## config.mk

```make
export PLATFORM = sky130hd
export DESIGN_NAME = three_axis_jog_motion_supervisor_flat
export DESIGN_NICKNAME = d
export VERILOG_FILES = /design/src/sv/tjms_pkg.sv /design/src/sv/tjms_if.sv /design/src/sv/tjms_ctrl.sv /design/src/sv/tjms_dp.sv /design/src/sv/three_axis_jog_motion_supervisor.sv /design/src/flat_wrapper.sv
export VERILOG_INCLUDE_DIRS = /design/src /design/src/sv
export SDC_FILE = /design/constraint.sdc
export NUM_CORES = 1
export LEC_CHECK = 0
export BUFFER_PORTS_ARGS = -buffer_cell sky130_fd_sc_hd__buf_2
export CAP_MARGIN = 5
export CORE_MARGIN = 3
export CORE_UTILIZATION = 50
export CTS_CLUSTER_SIZE = 28
export DETAILED_ROUTE_END_ITERATION = 12
export HOLD_SLACK_MARGIN = 0.06
export PLACE_DENSITY = 0.67
export SLEW_MARGIN = 20
export SYNTH_ARGS = -nofsm -noshare
export SYNTH_HDL_FRONTEND = slang
export SYNTH_HIERARCHICAL = 1
export SYNTH_SLANG_ARGS = --single-unit
```

## constraint.sdc

```tcl
create_clock -name clk -period 9.3 [get_ports clk]
set_clock_uncertainty 0.15 [all_clocks]
set_input_delay 1.395 -clock clk [delete_from_list [all_inputs] [get_ports clk]]
set_output_delay 1.395 -clock clk [all_outputs]
set_load 0.02 [all_outputs]
```

## src/sv/assert_macros.svh

```systemverilog
`ifndef ASSERT_MACROS_SVH
`define ASSERT_MACROS_SVH

// Check a property on every clock edge outside of reset.
`define TJMS_ASSERT(lbl, clk, rst_n, prop, msg) \
	lbl: assert property (@(posedge clk) disable iff (!rst_n) prop) else $error(msg);

// Check that a condition is followed by an outcome in the next cycle.
`define TJMS_ASSERT_NEXT(lbl, clk, rst_n, pre, post, msg) \
	lbl: assert property (@(posedge clk) disable iff (!rst_n) (pre) |=> (post)) else $error(msg);

`endif

```

## src/sv/tjms_pkg.sv

```systemverilog
package tjms_pkg;

	// Field widths fixed by the item format
	localparam int CMD_W      = 4;
	localparam int SEL_W      = 2;
	localparam int STATUS_W   = 3;
	localparam int MODE_W     = 2;
	localparam int FLAG_W     = 2;
	localparam int CFG_IDX_W  = 3;
	localparam int MAX_STEP_W = 23;

	localparam logic [MAX_STEP_W-1:0] MAX_STEP_RESET = {MAX_STEP_W{1'b1}};

	// Command codes
	localparam logic [CMD_W-1:0] CMD_TICK        = 4'd0;
	localparam logic [CMD_W-1:0] CMD_OPEN        = 4'd1;
	localparam logic [CMD_W-1:0] CMD_CLOSE       = 4'd2;
	localparam logic [CMD_W-1:0] CMD_ENABLE      = 4'd3;
	localparam logic [CMD_W-1:0] CMD_DISABLE     = 4'd4;
	localparam logic [CMD_W-1:0] CMD_HOME        = 4'd5;
	localparam logic [CMD_W-1:0] CMD_JOG         = 4'd6;
	localparam logic [CMD_W-1:0] CMD_STOP        = 4'd7;
	localparam logic [CMD_W-1:0] CMD_ESTOP       = 4'd8;
	localparam logic [CMD_W-1:0] CMD_RESET_ESTOP = 4'd9;
	localparam logic [CMD_W-1:0] CMD_CLEAR_ALARM = 4'd10;

	// Axis modes
	localparam logic [MODE_W-1:0] MODE_IDLE   = 2'd0;
	localparam logic [MODE_W-1:0] MODE_MOVING = 2'd1;
	localparam logic [MODE_W-1:0] MODE_ALARM  = 2'd2;
	localparam logic [MODE_W-1:0] MODE_ESTOP  = 2'd3;

	// Result status codes
	localparam logic [STATUS_W-1:0] STAT_OK       = 3'd0;
	localparam logic [STATUS_W-1:0] STAT_ESTOP    = 3'd1;
	localparam logic [STATUS_W-1:0] STAT_DISABLED = 3'd2;
	localparam logic [STATUS_W-1:0] STAT_ALARM    = 3'd3;
	localparam logic [STATUS_W-1:0] STAT_STEP     = 3'd4;

	// Soft limit flag and fault codes
	localparam logic [FLAG_W-1:0] LIM_NONE = 2'd0;
	localparam logic [FLAG_W-1:0] LIM_POS  = 2'd1;
	localparam logic [FLAG_W-1:0] LIM_NEG  = 2'd2;

	// Register indexes
	localparam logic [CFG_IDX_W-1:0] REG_MAX_STEP = 3'd6;

	typedef enum logic [1:0] {
		S_IDLE,
		S_APPLY,
		S_EMIT
	} ctrl_state_t;

	typedef enum logic [1:0] {
		OP_NONE,
		OP_CAPTURE,
		OP_APPLY,
		OP_EMIT
	} dp_op_t;

	typedef struct packed {
		dp_op_t           op;
		logic [CMD_W-1:0] cmd;
		logic             last;
	} dp_cmd_t;

endpackage

```

## src/sv/tjms_if.sv

```systemverilog
interface tjms_in_if #(
	parameter int STEP_WIDTH = 24
);
	logic                          valid;
	logic                          ready;
	logic [tjms_pkg::CMD_W-1:0]    cmd;
	logic [tjms_pkg::SEL_W-1:0]    axis_sel;
	logic signed [STEP_WIDTH-1:0]  jog_step;

	modport source (output valid, cmd, axis_sel, jog_step, input ready);
	modport sink (input valid, cmd, axis_sel, jog_step, output ready);
endinterface

interface tjms_out_if #(
	parameter int POS_WIDTH  = 32,
	parameter int STEP_WIDTH = 24
);
	logic                          valid;
	logic                          ready;
	logic [tjms_pkg::STATUS_W-1:0] status;
	logic [tjms_pkg::SEL_W-1:0]    axis_id;
	logic [tjms_pkg::MODE_W-1:0]   axis_mode;
	logic signed [POS_WIDTH-1:0]   position;
	logic signed [STEP_WIDTH-1:0]  velocity;
	logic [tjms_pkg::FLAG_W-1:0]   limit_flag;
	logic [tjms_pkg::FLAG_W-1:0]   fault_code;
	logic                          enabled;
	logic                          homed;
	logic                          estop_flag;
	logic                          last_of_run;

	modport source (output valid, status, axis_id, axis_mode, position, velocity,
		limit_flag, fault_code, enabled, homed, estop_flag, last_of_run, input ready);
	modport sink (input valid, status, axis_id, axis_mode, position, velocity,
		limit_flag, fault_code, enabled, homed, estop_flag, last_of_run, output ready);
endinterface

```

## src/sv/tjms_ctrl.sv

```systemverilog
`include "assert_macros.svh"

module tjms_ctrl #(
	parameter int NUM_AXES = 3,
	parameter int IDX_W    = 2
) (
	input  logic                       clk,
	input  logic                       arst_n,
	input  logic                       in_valid,
	output logic                       in_ready,
	input  logic [tjms_pkg::CMD_W-1:0] in_cmd,
	input  logic [tjms_pkg::SEL_W-1:0] in_sel,
	output logic                       out_valid,
	input  logic                       out_ready,
	output tjms_pkg::dp_cmd_t          dp_cmd,
	output logic [IDX_W-1:0]           axis_idx
);
	import tjms_pkg::*;

	ctrl_state_t      state_q, state_nxt;
	logic [IDX_W-1:0] idx_q;
	logic [CMD_W-1:0] cmd_q;
	logic             peraxis_q;
	logic             out_valid_q;

	logic accept;
	logic is_bcast;
	logic is_peraxis;
	logic item_ok;
	logic slot_free;
	logic last_c;
	logic emit;

	// Decode the incoming command
	always_comb begin
		is_bcast   = in_cmd inside {CMD_TICK, CMD_OPEN, CMD_CLOSE, CMD_ESTOP, CMD_RESET_ESTOP};
		is_peraxis = in_cmd inside {CMD_ENABLE, CMD_DISABLE, CMD_HOME, CMD_JOG, CMD_STOP,
			CMD_CLEAR_ALARM};
		item_ok    = is_bcast || (is_peraxis && (int'(in_sel) < NUM_AXES));
	end

	assign in_ready  = (state_q == S_IDLE);
	assign accept    = in_valid && in_ready;
	assign slot_free = !out_valid_q || out_ready;
	assign last_c    = peraxis_q || (idx_q == IDX_W'(NUM_AXES - 1));
	assign emit      = (state_q == S_EMIT) && slot_free;

	// Next state
	always_comb begin
		state_nxt = state_q;
		case (state_q)
			S_IDLE: begin
				if (accept && item_ok)
					state_nxt = (in_cmd == CMD_TICK) ? S_EMIT : S_APPLY;
			end
			S_APPLY: state_nxt = S_EMIT;
			S_EMIT: begin
				if (slot_free && last_c)
					state_nxt = S_IDLE;
			end
			default: state_nxt = S_IDLE;
		endcase
	end

	// Datapath command
	always_comb begin
		dp_cmd.cmd  = cmd_q;
		dp_cmd.last = last_c;
		case (state_q)
			S_IDLE:  dp_cmd.op = accept ? OP_CAPTURE : OP_NONE;
			S_APPLY: dp_cmd.op = OP_APPLY;
			S_EMIT:  dp_cmd.op = slot_free ? OP_EMIT : OP_NONE;
			default: dp_cmd.op = OP_NONE;
		endcase
	end

	assign axis_idx  = idx_q;
	assign out_valid = out_valid_q;

	// Hold the item's command, walk the axis index, track the result beat
	always_ff @(posedge clk or negedge arst_n) begin
		if (!arst_n) begin
			state_q     <= S_IDLE;
			idx_q       <= '0;
			cmd_q       <= CMD_TICK;
			peraxis_q   <= 1'b0;
			out_valid_q <= 1'b0;
		end else begin
			state_q <= state_nxt;
			if (accept) begin
				cmd_q     <= in_cmd;
				peraxis_q <= is_peraxis;
				idx_q     <= is_peraxis ? IDX_W'(in_sel) : '0;
			end else if (emit && !last_c) begin
				idx_q <= idx_q + 1'b1;
			end
			if (emit)
				out_valid_q <= 1'b1;
			else if (out_ready)
				out_valid_q <= 1'b0;
		end
	end

	`TJMS_ASSERT(a_no_overwrite, clk, arst_n, (out_valid && !out_ready) |-> (dp_cmd.op != OP_EMIT), "result beat overwritten before it was taken")
	`TJMS_ASSERT_NEXT(a_last_ends_run, clk, arst_n, dp_cmd.op == OP_EMIT && dp_cmd.last, state_q == S_IDLE, "controller did not return to idle after the last beat")
	`TJMS_ASSERT_NEXT(a_apply_then_emit, clk, arst_n, state_q == S_APPLY, state_q == S_EMIT, "command update not followed by emit")
	`TJMS_ASSERT(a_valid_from_emit, clk, arst_n, $rose(out_valid) |-> $past(dp_cmd.op == OP_EMIT), "result valid raised without an emit")

endmodule

```

## src/sv/tjms_dp.sv

```systemverilog
module tjms_dp #(
	parameter int NUM_AXES   = 3,
	parameter int POS_WIDTH  = 32,
	parameter int STEP_WIDTH = 24,
	parameter int IDX_W      = 2,
	parameter int CFG_W      = 32
) (
	input  logic                            clk,
	input  logic                            arst_n,
	input  tjms_pkg::dp_cmd_t               dp_cmd,
	input  logic [IDX_W-1:0]                axis_idx,
	input  logic signed [STEP_WIDTH-1:0]    in_step,
	input  logic                            cfg_we,
	input  logic [tjms_pkg::CFG_IDX_W-1:0]  cfg_index,
	input  logic [CFG_W-1:0]                cfg_data,
	output logic [tjms_pkg::STATUS_W-1:0]   o_status,
	output logic [tjms_pkg::SEL_W-1:0]      o_axis,
	output logic [tjms_pkg::MODE_W-1:0]     o_mode,
	output logic signed [POS_WIDTH-1:0]     o_pos,
	output logic signed [STEP_WIDTH-1:0]    o_vel,
	output logic [tjms_pkg::FLAG_W-1:0]     o_limit,
	output logic [tjms_pkg::FLAG_W-1:0]     o_fault,
	output logic                            o_enabled,
	output logic                            o_homed,
	output logic                            o_estop,
	output logic                            o_last
);
	import tjms_pkg::*;

	localparam int SUM_W = ((POS_WIDTH > STEP_WIDTH) ? POS_WIDTH : STEP_WIDTH) + 1;
	localparam int MAG_W = (STEP_WIDTH + 1 > MAX_STEP_W) ? STEP_WIDTH + 1 : MAX_STEP_W;
	localparam logic signed [POS_WIDTH-1:0] POS_MIN = {1'b1, {(POS_WIDTH-1){1'b0}}};
	localparam logic signed [POS_WIDTH-1:0] POS_MAX = {1'b0, {(POS_WIDTH-1){1'b1}}};

	// Axis records
	logic signed [POS_WIDTH-1:0]  pos_q   [NUM_AXES];
	logic signed [STEP_WIDTH-1:0] jog_q   [NUM_AXES];
	logic signed [STEP_WIDTH-1:0] rep_q   [NUM_AXES];
	logic [MODE_W-1:0]            mode_q  [NUM_AXES];
	logic                         en_q    [NUM_AXES];
	logic                         homed_q [NUM_AXES];
	logic [FLAG_W-1:0]            lim_q   [NUM_AXES];
	logic [FLAG_W-1:0]            fault_q [NUM_AXES];
	logic                         estop_q;
	logic                         open_q;

	// Soft limits and step bound
	logic signed [POS_WIDTH-1:0]  lim_lo_q [NUM_AXES];
	logic signed [POS_WIDTH-1:0]  lim_hi_q [NUM_AXES];
	logic [MAX_STEP_W-1:0]        max_step_q;

	logic signed [STEP_WIDTH-1:0] step_q;
	logic [STATUS_W-1:0]          status_q;

	// Output register
	logic [STATUS_W-1:0]          o_status_q;
	logic [SEL_W-1:0]             o_axis_q;
	logic [MODE_W-1:0]            o_mode_q;
	logic signed [POS_WIDTH-1:0]  o_pos_q;
	logic signed [STEP_WIDTH-1:0] o_vel_q;
	logic [FLAG_W-1:0]            o_limit_q;
	logic [FLAG_W-1:0]            o_fault_q;
	logic                         o_enabled_q;
	logic                         o_homed_q;
	logic                         o_estop_q;
	logic                         o_last_q;

	logic signed [POS_WIDTH-1:0]  cur_pos;
	logic signed [STEP_WIDTH-1:0] cur_jog;
	logic [MODE_W-1:0]            cur_mode;
	logic signed [SUM_W-1:0]      sum;
	logic                         over;
	logic                         under;
	logic                         tick_go;
	logic [STEP_WIDTH:0]          step_wide;
	logic [STEP_WIDTH:0]          step_abs;
	logic                         step_big;
	logic [STATUS_W-1:0]          safety;
	logic [STATUS_W-1:0]          apply_status;

	logic signed [POS_WIDTH-1:0]  nxt_pos;
	logic signed [STEP_WIDTH-1:0] nxt_jog;
	logic signed [STEP_WIDTH-1:0] nxt_rep;
	logic [MODE_W-1:0]            nxt_mode;
	logic [FLAG_W-1:0]            nxt_lim;
	logic [FLAG_W-1:0]            nxt_fault;

	assign cur_pos  = pos_q[axis_idx];
	assign cur_jog  = jog_q[axis_idx];
	assign cur_mode = mode_q[axis_idx];

	// Advance the selected axis by one tick and test its soft limits
	always_comb begin
		sum     = SUM_W'(cur_pos) + SUM_W'(cur_jog);
		over    = sum > SUM_W'(lim_hi_q[axis_idx]);
		under   = sum < SUM_W'(lim_lo_q[axis_idx]);
		tick_go = (dp_cmd.cmd == CMD_TICK) && open_q && (cur_mode == MODE_MOVING);

		nxt_pos   = cur_pos;
		nxt_jog   = cur_jog;
		nxt_rep   = rep_q[axis_idx];
		nxt_mode  = cur_mode;
		nxt_lim   = lim_q[axis_idx];
		nxt_fault = fault_q[axis_idx];
		if (tick_go) begin
			if (over || under) begin
				nxt_jog   = '0;
				nxt_rep   = '0;
				nxt_mode  = MODE_ALARM;
				nxt_lim   = over ? LIM_POS : LIM_NEG;
				nxt_fault = over ? LIM_POS : LIM_NEG;
			end else begin
				nxt_pos = POS_WIDTH'(sum);
				nxt_rep = cur_jog;
			end
		end
	end

	// Safety checks and step bound for per-axis commands
	always_comb begin
		step_wide = {step_q[STEP_WIDTH-1], step_q};
		step_abs  = step_q[STEP_WIDTH-1] ? (~step_wide + 1'b1) : step_wide;
		step_big  = MAG_W'(step_abs) > MAG_W'(max_step_q);

		if (estop_q)
			safety = STAT_ESTOP;
		else if (!en_q[axis_idx])
			safety = STAT_DISABLED;
		else if (cur_mode == MODE_ALARM)
			safety = STAT_ALARM;
		else
			safety = STAT_OK;

		case (dp_cmd.cmd)
			CMD_ENABLE: apply_status = estop_q ? STAT_ESTOP : STAT_OK;
			CMD_HOME:   apply_status = safety;
			CMD_JOG: begin
				if (step_q == '0)
					apply_status = STAT_OK;
				else if (safety != STAT_OK)
					apply_status = safety;
				else
					apply_status = step_big ? STAT_STEP : STAT_OK;
			end
			default:    apply_status = STAT_OK;
		endcase
	end

	// Update records on capture, command and emit; take register writes
	always_ff @(posedge clk or negedge arst_n) begin
		if (!arst_n) begin
			for (int i = 0; i < NUM_AXES; i++) begin
				pos_q[i]    <= '0;
				jog_q[i]    <= '0;
				rep_q[i]    <= '0;
				mode_q[i]   <= MODE_IDLE;
				en_q[i]     <= 1'b0;
				homed_q[i]  <= 1'b0;
				lim_q[i]    <= LIM_NONE;
				fault_q[i]  <= LIM_NONE;
				lim_lo_q[i] <= POS_MIN;
				lim_hi_q[i] <= POS_MAX;
			end
			estop_q    <= 1'b0;
			open_q     <= 1'b0;
			max_step_q <= MAX_STEP_RESET;
			step_q     <= '0;
			status_q   <= STAT_OK;
		end else begin
			// register writes
			if (cfg_we) begin
				if (cfg_index == REG_MAX_STEP)
					max_step_q <= cfg_data[MAX_STEP_W-1:0];
				for (int i = 0; i < NUM_AXES; i++) begin
					if (cfg_index < REG_MAX_STEP && int'(cfg_index[CFG_IDX_W-1:1]) == i) begin
						if (cfg_index[0])
							lim_hi_q[i] <= POS_WIDTH'(cfg_data);
						else
							lim_lo_q[i] <= POS_WIDTH'(cfg_data);
					end
				end
			end

			case (dp_cmd.op)
				OP_CAPTURE: begin
					step_q   <= in_step;
					status_q <= STAT_OK;
				end
				OP_APPLY: begin
					status_q <= apply_status;
					case (dp_cmd.cmd)
						CMD_OPEN: begin
							if (!open_q) begin
								open_q  <= 1'b1;
								estop_q <= 1'b0;
								for (int i = 0; i < NUM_AXES; i++)
									en_q[i] <= 1'b1;
							end
						end
						CMD_CLOSE: open_q <= 1'b0;
						CMD_ESTOP: begin
							estop_q <= 1'b1;
							for (int i = 0; i < NUM_AXES; i++) begin
								jog_q[i]  <= '0;
								rep_q[i]  <= '0;
								mode_q[i] <= MODE_ESTOP;
							end
						end
						CMD_RESET_ESTOP: begin
							if (estop_q) begin
								estop_q <= 1'b0;
								for (int i = 0; i < NUM_AXES; i++)
									mode_q[i] <= MODE_IDLE;
							end
						end
						CMD_ENABLE: begin
							if (!estop_q)
								en_q[axis_idx] <= 1'b1;
						end
						CMD_DISABLE: en_q[axis_idx] <= 1'b0;
						CMD_HOME: begin
							if (safety == STAT_OK) begin
								pos_q[axis_idx]   <= '0;
								homed_q[axis_idx] <= 1'b1;
								mode_q[axis_idx]  <= MODE_IDLE;
								lim_q[axis_idx]   <= LIM_NONE;
							end
						end
						CMD_JOG: begin
							if (step_q == '0) begin
								jog_q[axis_idx]  <= '0;
								rep_q[axis_idx]  <= '0;
								mode_q[axis_idx] <= MODE_IDLE;
							end else if (apply_status == STAT_OK) begin
								jog_q[axis_idx]  <= step_q;
								mode_q[axis_idx] <= MODE_MOVING;
							end
						end
						CMD_STOP: begin
							jog_q[axis_idx]  <= '0;
							rep_q[axis_idx]  <= '0;
							mode_q[axis_idx] <= MODE_IDLE;
						end
						CMD_CLEAR_ALARM: begin
							if (cur_mode == MODE_ALARM) begin
								fault_q[axis_idx] <= LIM_NONE;
								lim_q[axis_idx]   <= LIM_NONE;
								mode_q[axis_idx]  <= MODE_IDLE;
							end
						end
						default: ;
					endcase
				end
				OP_EMIT: begin
					if (tick_go) begin
						pos_q[axis_idx]   <= nxt_pos;
						jog_q[axis_idx]   <= nxt_jog;
						rep_q[axis_idx]   <= nxt_rep;
						mode_q[axis_idx]  <= nxt_mode;
						lim_q[axis_idx]   <= nxt_lim;
						fault_q[axis_idx] <= nxt_fault;
					end
				end
				default: ;
			endcase
		end
	end

	// Load the result beat with the axis record as it stands after this step
	always_ff @(posedge clk) begin
		if (dp_cmd.op == OP_EMIT) begin
			o_status_q  <= status_q;
			o_axis_q    <= SEL_W'(axis_idx);
			o_mode_q    <= nxt_mode;
			o_pos_q     <= nxt_pos;
			o_vel_q     <= nxt_rep;
			o_limit_q   <= nxt_lim;
			o_fault_q   <= nxt_fault;
			o_enabled_q <= en_q[axis_idx];
			o_homed_q   <= homed_q[axis_idx];
			o_estop_q   <= estop_q;
			o_last_q    <= dp_cmd.last;
		end
	end

	assign o_status  = o_status_q;
	assign o_axis    = o_axis_q;
	assign o_mode    = o_mode_q;
	assign o_pos     = o_pos_q;
	assign o_vel     = o_vel_q;
	assign o_limit   = o_limit_q;
	assign o_fault   = o_fault_q;
	assign o_enabled = o_enabled_q;
	assign o_homed   = o_homed_q;
	assign o_estop   = o_estop_q;
	assign o_last    = o_last_q;

endmodule

```

## src/sv/three_axis_jog_motion_supervisor.sv

```systemverilog
// Jog motion supervisor for NUM_AXES axes: takes one command beat at a time and answers
// with one result beat per reported axis (all axes for tick, open, close, estop and
// reset estop; the addressed axis for the rest; none for an unknown command or an axis
// select out of range), the last beat of a run marked by last_of_run. A tick goes
// from accept straight to emit; the single add-and-compare unit moves one axis record
// a cycle while that axis's beat is loaded, unless the result output stalls. Any other
// command steps through accept, update and emit. A stalled result output holds the emit
// step in place. Soft limits and the step bound must only be written by the user through
// cfg_we/cfg_index/cfg_data while no command is in flight; the block does not enforce it.
module three_axis_jog_motion_supervisor #(
	parameter int NUM_AXES   = 3,
	parameter int POS_WIDTH  = 32,
	parameter int STEP_WIDTH = 24
) (
	input  logic                                clk,
	input  logic                                arst_n,
	tjms_in_if.sink                             item,
	tjms_out_if.source                          result,
	input  logic                                cfg_we,
	input  logic [tjms_pkg::CFG_IDX_W-1:0]      cfg_index,
	input  logic [((POS_WIDTH > tjms_pkg::MAX_STEP_W) ?
		POS_WIDTH : tjms_pkg::MAX_STEP_W)-1:0]  cfg_data
);
	import tjms_pkg::*;

	localparam int IDX_W = (NUM_AXES > 1) ? $clog2(NUM_AXES) : 1;
	localparam int CFG_W = (POS_WIDTH > MAX_STEP_W) ? POS_WIDTH : MAX_STEP_W;

	dp_cmd_t          dp_cmd;
	logic [IDX_W-1:0] axis_idx;

	tjms_ctrl #(
		.NUM_AXES (NUM_AXES),
		.IDX_W    (IDX_W)
	) u_ctrl (
		.clk       (clk),
		.arst_n    (arst_n),
		.in_valid  (item.valid),
		.in_ready  (item.ready),
		.in_cmd    (item.cmd),
		.in_sel    (item.axis_sel),
		.out_valid (result.valid),
		.out_ready (result.ready),
		.dp_cmd    (dp_cmd),
		.axis_idx  (axis_idx)
	);

	tjms_dp #(
		.NUM_AXES   (NUM_AXES),
		.POS_WIDTH  (POS_WIDTH),
		.STEP_WIDTH (STEP_WIDTH),
		.IDX_W      (IDX_W),
		.CFG_W      (CFG_W)
	) u_dp (
		.clk       (clk),
		.arst_n    (arst_n),
		.dp_cmd    (dp_cmd),
		.axis_idx  (axis_idx),
		.in_step   (item.jog_step),
		.cfg_we    (cfg_we),
		.cfg_index (cfg_index),
		.cfg_data  (cfg_data),
		.o_status  (result.status),
		.o_axis    (result.axis_id),
		.o_mode    (result.axis_mode),
		.o_pos     (result.position),
		.o_vel     (result.velocity),
		.o_limit   (result.limit_flag),
		.o_fault   (result.fault_code),
		.o_enabled (result.enabled),
		.o_homed   (result.homed),
		.o_estop   (result.estop_flag),
		.o_last    (result.last_of_run)
	);

endmodule
```

## src/flat_wrapper.sv

```systemverilog
// flat-port wrapper written by rule: the top's interface ports become plain ports
module three_axis_jog_motion_supervisor_flat import tjms_pkg::*;
#(
	parameter int NUM_AXES   = 3,
	parameter int POS_WIDTH  = 32,
	parameter int STEP_WIDTH = 24
)
  (clk, arst_n, cfg_we, cfg_index, cfg_data, item_valid, item_cmd, item_axis_sel, item_jog_step, item_ready, result_valid, result_status, result_axis_id, result_axis_mode, result_position, result_velocity, result_limit_flag, result_fault_code, result_enabled, result_homed, result_estop_flag, result_last_of_run, result_ready);
  tjms_in_if #(.STEP_WIDTH(STEP_WIDTH)) item_i ();
  tjms_out_if #(.POS_WIDTH(POS_WIDTH), .STEP_WIDTH(STEP_WIDTH)) result_i ();
  input  logic clk;
  input  logic arst_n;
  input  logic cfg_we;
  input  logic [tjms_pkg::CFG_IDX_W-1:0] cfg_index;
  input  logic [((POS_WIDTH > tjms_pkg::MAX_STEP_W) ?
		POS_WIDTH : tjms_pkg::MAX_STEP_W)-1:0] cfg_data;
  input wire logic [$bits(item_i.valid)-1:0] item_valid;
  input wire logic [$bits(item_i.cmd)-1:0] item_cmd;
  input wire logic [$bits(item_i.axis_sel)-1:0] item_axis_sel;
  input wire logic [$bits(item_i.jog_step)-1:0] item_jog_step;
  output wire logic [$bits(item_i.ready)-1:0] item_ready;
  output wire logic [$bits(result_i.valid)-1:0] result_valid;
  output wire logic [$bits(result_i.status)-1:0] result_status;
  output wire logic [$bits(result_i.axis_id)-1:0] result_axis_id;
  output wire logic [$bits(result_i.axis_mode)-1:0] result_axis_mode;
  output wire logic [$bits(result_i.position)-1:0] result_position;
  output wire logic [$bits(result_i.velocity)-1:0] result_velocity;
  output wire logic [$bits(result_i.limit_flag)-1:0] result_limit_flag;
  output wire logic [$bits(result_i.fault_code)-1:0] result_fault_code;
  output wire logic [$bits(result_i.enabled)-1:0] result_enabled;
  output wire logic [$bits(result_i.homed)-1:0] result_homed;
  output wire logic [$bits(result_i.estop_flag)-1:0] result_estop_flag;
  output wire logic [$bits(result_i.last_of_run)-1:0] result_last_of_run;
  input wire logic [$bits(result_i.ready)-1:0] result_ready;
  assign item_i.valid = item_valid;
  assign item_i.cmd = item_cmd;
  assign item_i.axis_sel = item_axis_sel;
  assign item_i.jog_step = item_jog_step;
  assign item_ready = item_i.ready;
  assign result_valid = result_i.valid;
  assign result_status = result_i.status;
  assign result_axis_id = result_i.axis_id;
  assign result_axis_mode = result_i.axis_mode;
  assign result_position = result_i.position;
  assign result_velocity = result_i.velocity;
  assign result_limit_flag = result_i.limit_flag;
  assign result_fault_code = result_i.fault_code;
  assign result_enabled = result_i.enabled;
  assign result_homed = result_i.homed;
  assign result_estop_flag = result_i.estop_flag;
  assign result_last_of_run = result_i.last_of_run;
  assign result_i.ready = result_ready;
  three_axis_jog_motion_supervisor #(.NUM_AXES(NUM_AXES), .POS_WIDTH(POS_WIDTH), .STEP_WIDTH(STEP_WIDTH)) u_core (.clk(clk), .arst_n(arst_n), .item(item_i), .result(result_i), .cfg_we(cfg_we), .cfg_index(cfg_index), .cfg_data(cfg_data));
endmodule
```

* Word level (Yosys, flattened, before mapping) *
Index checks and enable logic that the tools add are counted.

storage, ports and cells
  register bits after elaboration = 589

operators by class
  $add $sub $neg = 3
  order comparisons = 7
  equality and inequality tests = 48
  muxes and demuxes = 115
  bitwise logic cells = 19
  reductions and logical operators = 53

operators by type and width
  kind              count
  $pmux 72 s3       2
  $mux 72           5
  $mux 32           9
  $mux 96           3
  $pmux 72 s2       2
  $bwmux 72         3
  $bmux 32 s2       3
  $mux 24           8
  $pmux 96 s2       1
  $and 72x72->72    2
  $and 96x96->96    1
  $bmux 24 s2       2
  $bwmux 96         1
  $not 96->96       1
  $mux 6            12
  $not 72->72       1
  $demux 32 s2      1
  $demux 24 s2      1
  $mux 2            24
  $pmux 6 s2        4
  $pmux 6 s6        1
  $add 32x24->33    1
  $gt 33x32->1      1
  $lt 33x32->1      1
  58 further kinds  155

* Depth between registers and ports, before layout *
  word-level depth = 17
  mapped depth = 31
  depth with buffers taken out = 25

* Cells and area by module *
The synthesis kept the hierarchy.

modules (own cells, without submodules)
  module     instances  cells each  area an instance (um^2)
  tjms_dp    1          2,900       30,523.0
  tjms_ctrl  1          56          558.0

* Least setup slack after synthesis *
No wires, ideal clock.

  path type = reg-to-reg
  from = reg u_core.u_ctrl.idx_q[1], in the netlist u_core/u_ctrl/axis_idx[1]
  to = reg u_core.u_dp.o_pos_q[7], in the netlist u_core/u_dp/o_pos[7] (data pin)
  library setup time = 0.262 ns
  arrival = 6.889 ns
  data required time = 8.888 ns
  path slack = 1.999 ns
  cell stages (with the launch flop) = 28
  path buffers = 6
  path through = dfrtp_1 -> clkbuf_1 -> clkbuf_1 -> clkbuf_1 -> clkbuf_1 -> mux2i_1 -> nor2_1 -> a21oi_1 -> inv_1 -> ha_1 -> or4_1 -> a41o_1 -> a22o_1 -> a21o_1 -> a22o_1 -> nor2_1 -> xnor2_1 -> ha_1 -> and3_1 -> a2111oi_0 -> o21ai_0 -> or4_1 -> o21ai_0 -> or2_1 -> buf_2 -> buf_1 -> mux2i_1 -> inv_1

on the way
  longest elaborated chain between the ends = 9
  elaborated cells between the ends (all ways) = 24

ends and longest elaborated chain
  element                                                                RTL line                      text
  start, declared                                                        tjms_ctrl.sv:21               logic [IDX_W-1:0] idx_q;
  start signal, assigned                                                 tjms_ctrl.sv:93               idx_q <= is_peraxis ? IDX_W'(in_sel) : '0;
  start signal, assigned                                                 tjms_ctrl.sv:95               idx_q <= idx_q + 1'b1;
  $not 2->3 (implied by the code) *                                      --
  $bmux 32 s2 or $bmux 24 s2 (tied branches)                             tjms_dp.sv:88, tjms_dp.sv:89
  $mux 32 (implied by the code) or $mux 24 (tied branches) (2 in a row)  tjms_dp.sv:88, tjms_dp.sv:89
  $add 32x24->33                                                         tjms_dp.sv:94                 sum = SUM_W'(cur_pos) + SUM_W'(cur_jog);
  $gt 33x32->1 or $lt 33x32->1 (tied branches)                           tjms_dp.sv:95, tjms_dp.sv:96
  $logic_or 1x1->1                                                       tjms_dp.sv:106                if (over || under) begin
  $mux 32                                                                tjms_dp.sv:106
  $mux 32 *                                                              tjms_dp.sv:105                if (tick_go) begin
  named net u_core.u_dp.nxt_pos[7]                                       tjms_dp.sv:81                 logic signed [POS_WIDTH-1:0] nxt_pos;
  end signal, assigned                                                   tjms_dp.sv:275                o_pos_q <= nxt_pos;
  end, declared                                                          tjms_dp.sv:59                 logic signed [POS_WIDTH-1:0] o_pos_q;

The timed path passes the listed nets; every way through them passes the cells marked *. The select of a mux whose other input is x is not followed.
A chain may end at the register's enable or synchronous reset.

* Worst setup path after layout *
  from = reg u_core.u_ctrl.idx_q[1], in the netlist u_core/u_ctrl/axis_idx[1]
  to = reg u_core/u_dp/jog_q[38] (netlist bit)

on the way
  longest elaborated chain between the ends = 15
  elaborated cells between the ends (all ways) = 53

ends and longest elaborated chain
  element                                                                  RTL line        text
  $not 2->3 (implied by the code) *                                        --
  parallel branches: the longest is 14 deep, another holds $add 32x24->33  --
  end signal, assigned by index                                            tjms_dp.sv:235  jog_q[axis_idx] <= step_q;
  end signal, assigned by index                                            tjms_dp.sv:257  jog_q[axis_idx] <= nxt_jog;
  end, declared                                                            tjms_dp.sv:37   logic signed [STEP_WIDTH-1:0] jog_q [NUM_AXES];

Every way passes the cells marked *. The select of a mux whose other input is x is not followed.

==> out/summary.txt <==
status -> finished clean
Post-Synth Simple-Gate Area -> 0.100
GP Congestion -> 0.921
buffers plus inverters on the worst setup path -> 2
num ports -> 143
synthesized flop and latch total -> 589
cell accounting for the most synthesized area -> dfrtp_1
1st-iter DRT viols -> 2458
Worst Setup Path Type -> reg2reg
Overflow after GRT -> 0
Final Slew Violations -> 0
Synth Area per Inst -> 10.5 sq um
xor/xnor cell area share of the yosys netlist -> 0.0141
leakage power -> 15.1 nW
# Max-Cap Violations -> 0
Syn. warnings -> 6
crit path max fanout -> 41
met1 usage -> 0.373
share of cells above drive strength 1 -> 0.231
core footprint -> 60900 sq um
vias after detailed routing -> 23800
pwr dens -> 317 nW/um^2
sequential share of the synthesized area -> 0.490
Final ANT Viol Nets -> 0
unrepaired setup endpoints after global routing -> false
Yosys cell types -> 86
crit-path cells -> nor2b_4, buf_4, nand2_1, o21ai_0, ha_1, a21oi_1, o21ai_0, o311a_1, o22a_1, a211oi_1, xnor2_1, ha_1, nand4_1, or4_1, o211ai_1, a31oi_1, nor3_2, inv_1, o21ai_0, and2_1, nand3_2, o221ai_1
Initial DRT Pass Iterations -> 7
adder-cell share of the synthesized area -> 0.0510
Critical Path Start Type -> flip-flop
row count -> 90
number of port buffers -> 142
H-tree depth -> 3
number of flops mapped to enable cells by yosys -> 71
aggregate global-route resource usage -> 0.266
final hold vios -> 0
Starting Density -> 0.510
count leader, synth -> dfrtp_1
Compound-Gate Fraction of Synth Area -> 0.149
Pwr Total -> 11.0 mW
ys async rst share -> 0.879
setup violators final -> 0
slew margin rel. -> 0.180
fin nets -> 3225
crit path capture type -> flip-flop
mux contribution to synthesized area -> 0.151
setup tns final -> 0 ns
largest net degree at the start of global routing -> 161
crit path time final -> 8.89 ns
Highest Clock Rate -> 0.112 GHz
met3 global-route usage -> 0.0557
hold buffers post-CTS -> 0
Worst-path clk slew -> 0.06 ns
syn_nets -> 3152
post-synth top area share -> 0.321
Top Usage Layer GRT -> met2
Num CTS Buffers -> 67
largest family of logic cells by synthesized area -> multiplexers
Routed WL -> 89000 um
worst endpoint required time -> 9.66 ns
# resized after CTS -> 0
Critical Path AT -> 9.25 ns
Top delay family on crit path -> compound AO/OA/AOI/OAI gates
Die Wd -> 255 um
worst-skew pair later-pin latency -> 0.62 ns
first-pass GRT wire length -> 137000 um
post-CTS setup buffers -> 0
GR met2 Demand/Resource -> 0.413
slew at the pin closest to its max-slew limit -> 1.22 ns
CTS tree -> done
Most common cell on crit path -> o21ai_0
Vias/cell -> 6.09
peak supply drop -> 0.193 mV
worst hold path type -> reg2reg
area grow syn2layout -> 11.5%
CTS Buffer Depth -> 3
top post-synthesis cells by count -> dfrtp_1 (399), nand2_1 (282), mux2_2 (258)
top cells by area, synth -> dfrtp_1 (32%), dfstp_2 (10%), mux2_2 (9.3%)
root buf cell -> clkbuf_16
Final Cycle Share -> 0.956
CTS sink count -> 589
Top FF cell, synth -> dfrtp_1
wire per inst -> 22.8 um
biggest cell delay along the critical path -> 0.95 ns
vias in the first global route -> 23500
Post-Syn Instances -> 2956
dpl hpwl -> 58600 um
antenna violations before repair -> 3
fill count -> 5136
DIE AREA -> 65200 sq um
# DRC -> 0
cell area after synthesis -> 31100 sq um
Die Ht -> 255 um
CP max-delay cell -> o21ai_0
## sequential cells by signal, summed over array words and instances, names as in the netlist, 3 cells and up
register,cells
u_core/u_dp/pos_q,96
u_core/u_dp/jog_q,72
u_core/u_dp/mode_q,6
u_core/u_dp/homed_q,3
u_core/u_dp/fault_q,6
u_core/u_dp/o_vel,24
u_core/u_dp/max_step_q,23
u_core/u_ctrl/cmd_q,4
u_core/u_dp/lim_q,6
u_core/u_dp/en_q,3
u_core/u_dp/o_pos,32
u_core/u_dp/step_q,24
u_core/u_dp/lim_lo_q,96
u_core/u_dp/rep_q,72
u_core/u_dp/lim_hi_q,96
u_core/u_dp/status_q,3
u_core/u_dp/o_status,3
## routing by layer
metal | routed length [um] | share of wire
met3 | 6720 | 0.075
met2 | 40400 | 0.45
met1 | 38900 | 0.44
met4 | 2860 | 0.032
met5 | 0 | 0
## final cells by class
cell class                 count  area (sq um)  share of cell area
sequential                   589         15300               0.440
clock inverter                12           150             0.00433
inverter                     143           537              0.0155
timing repair buffer         189          1160              0.0336
multi-input combinational   2039         14500               0.419
antenna                        2          5.00            0.000144
tap                          828          1040              0.0299
clock buffer                 106          1990              0.0573
## cell usage in the layout, fill, tap and decap left out, types with 79 or more instances in the layout
cell       n
nand2_1  282
o21ai_0  184
a22o_1    79
a21oi_1  246
mux2i_1  178
dfrtp_1  397
buf_2    141
mux2_2   258
nor2_1   209
inv_1    142
dfstp_2  119
ha_1     124
## path summary, 6_finish.rpt
path	start	endpoint	slack (ns)	depth (start not counted)
max	u_core/u_ctrl/axis_idx[1]$_DFFE_PN0P_	u_core/u_dp/jog_q[38]$_DFFE_PN0P_	0.41	22
min	u_core/u_dp/status_q[2]$_DFFE_PN0P_	u_core/u_dp/o_status[2]$_DFFE_PP_	0.31	0
max reg2reg	u_core/u_ctrl/axis_idx[1]$_DFFE_PN0P_	u_core/u_dp/jog_q[38]$_DFFE_PN0P_	0.41	22
min reg2reg	u_core/u_dp/status_q[2]$_DFFE_PN0P_	u_core/u_dp/o_status[2]$_DFFE_PP_	0.31	0
max in group asynchronous	arst_n	u_core/u_dp/jog_q[21]$_DFFE_PN0P_	6.51	3
min in group asynchronous	arst_n	u_core/u_dp/pos_q[30]$_DFFE_PN0P_	0.63	1
## power by group
group | internal (mW) | leakage [nW] | switching, mW
registers | 3.23 | 7.14 | 0.536
clock network | 1.55 | 1.04 | 1.06
logic | 1.64 | 6.92 | 2.95
total | 6.42 | 15.1 | 4.55
## stage by stage
step / hold WS (ns) / area (sq um) / setup slack (ns) / std cells / utilization
final: 0.308 / 34700 / 0.410 / 3908 / 0.569
after global routing: 0.327 / 34700 / 0.0781 / 3906 / 0.569
after CTS: 0.308 / 34600 / 0.709 / 3904 / 0.568
after detailed placement: 0.292 / 32500 / 0.738 / 3786 / 0.533
after global placement: 0.285 / 32500 / 0.843 / 3786 / 0.533
after floorplan: 0.275 / 31100 / 2.00 / 2956 / -
## logic make-up after synthesis
family                     after synthesis
AOI/OAI and AO/OA                      735
xor gates and xnor gates                50
adders and majority gates              126
buffers and inverters                  328
DFF                                    589
muxes                                  437
and+or+nand+nor                        691
No activity file was read; power rests on OpenSTA's default activity.
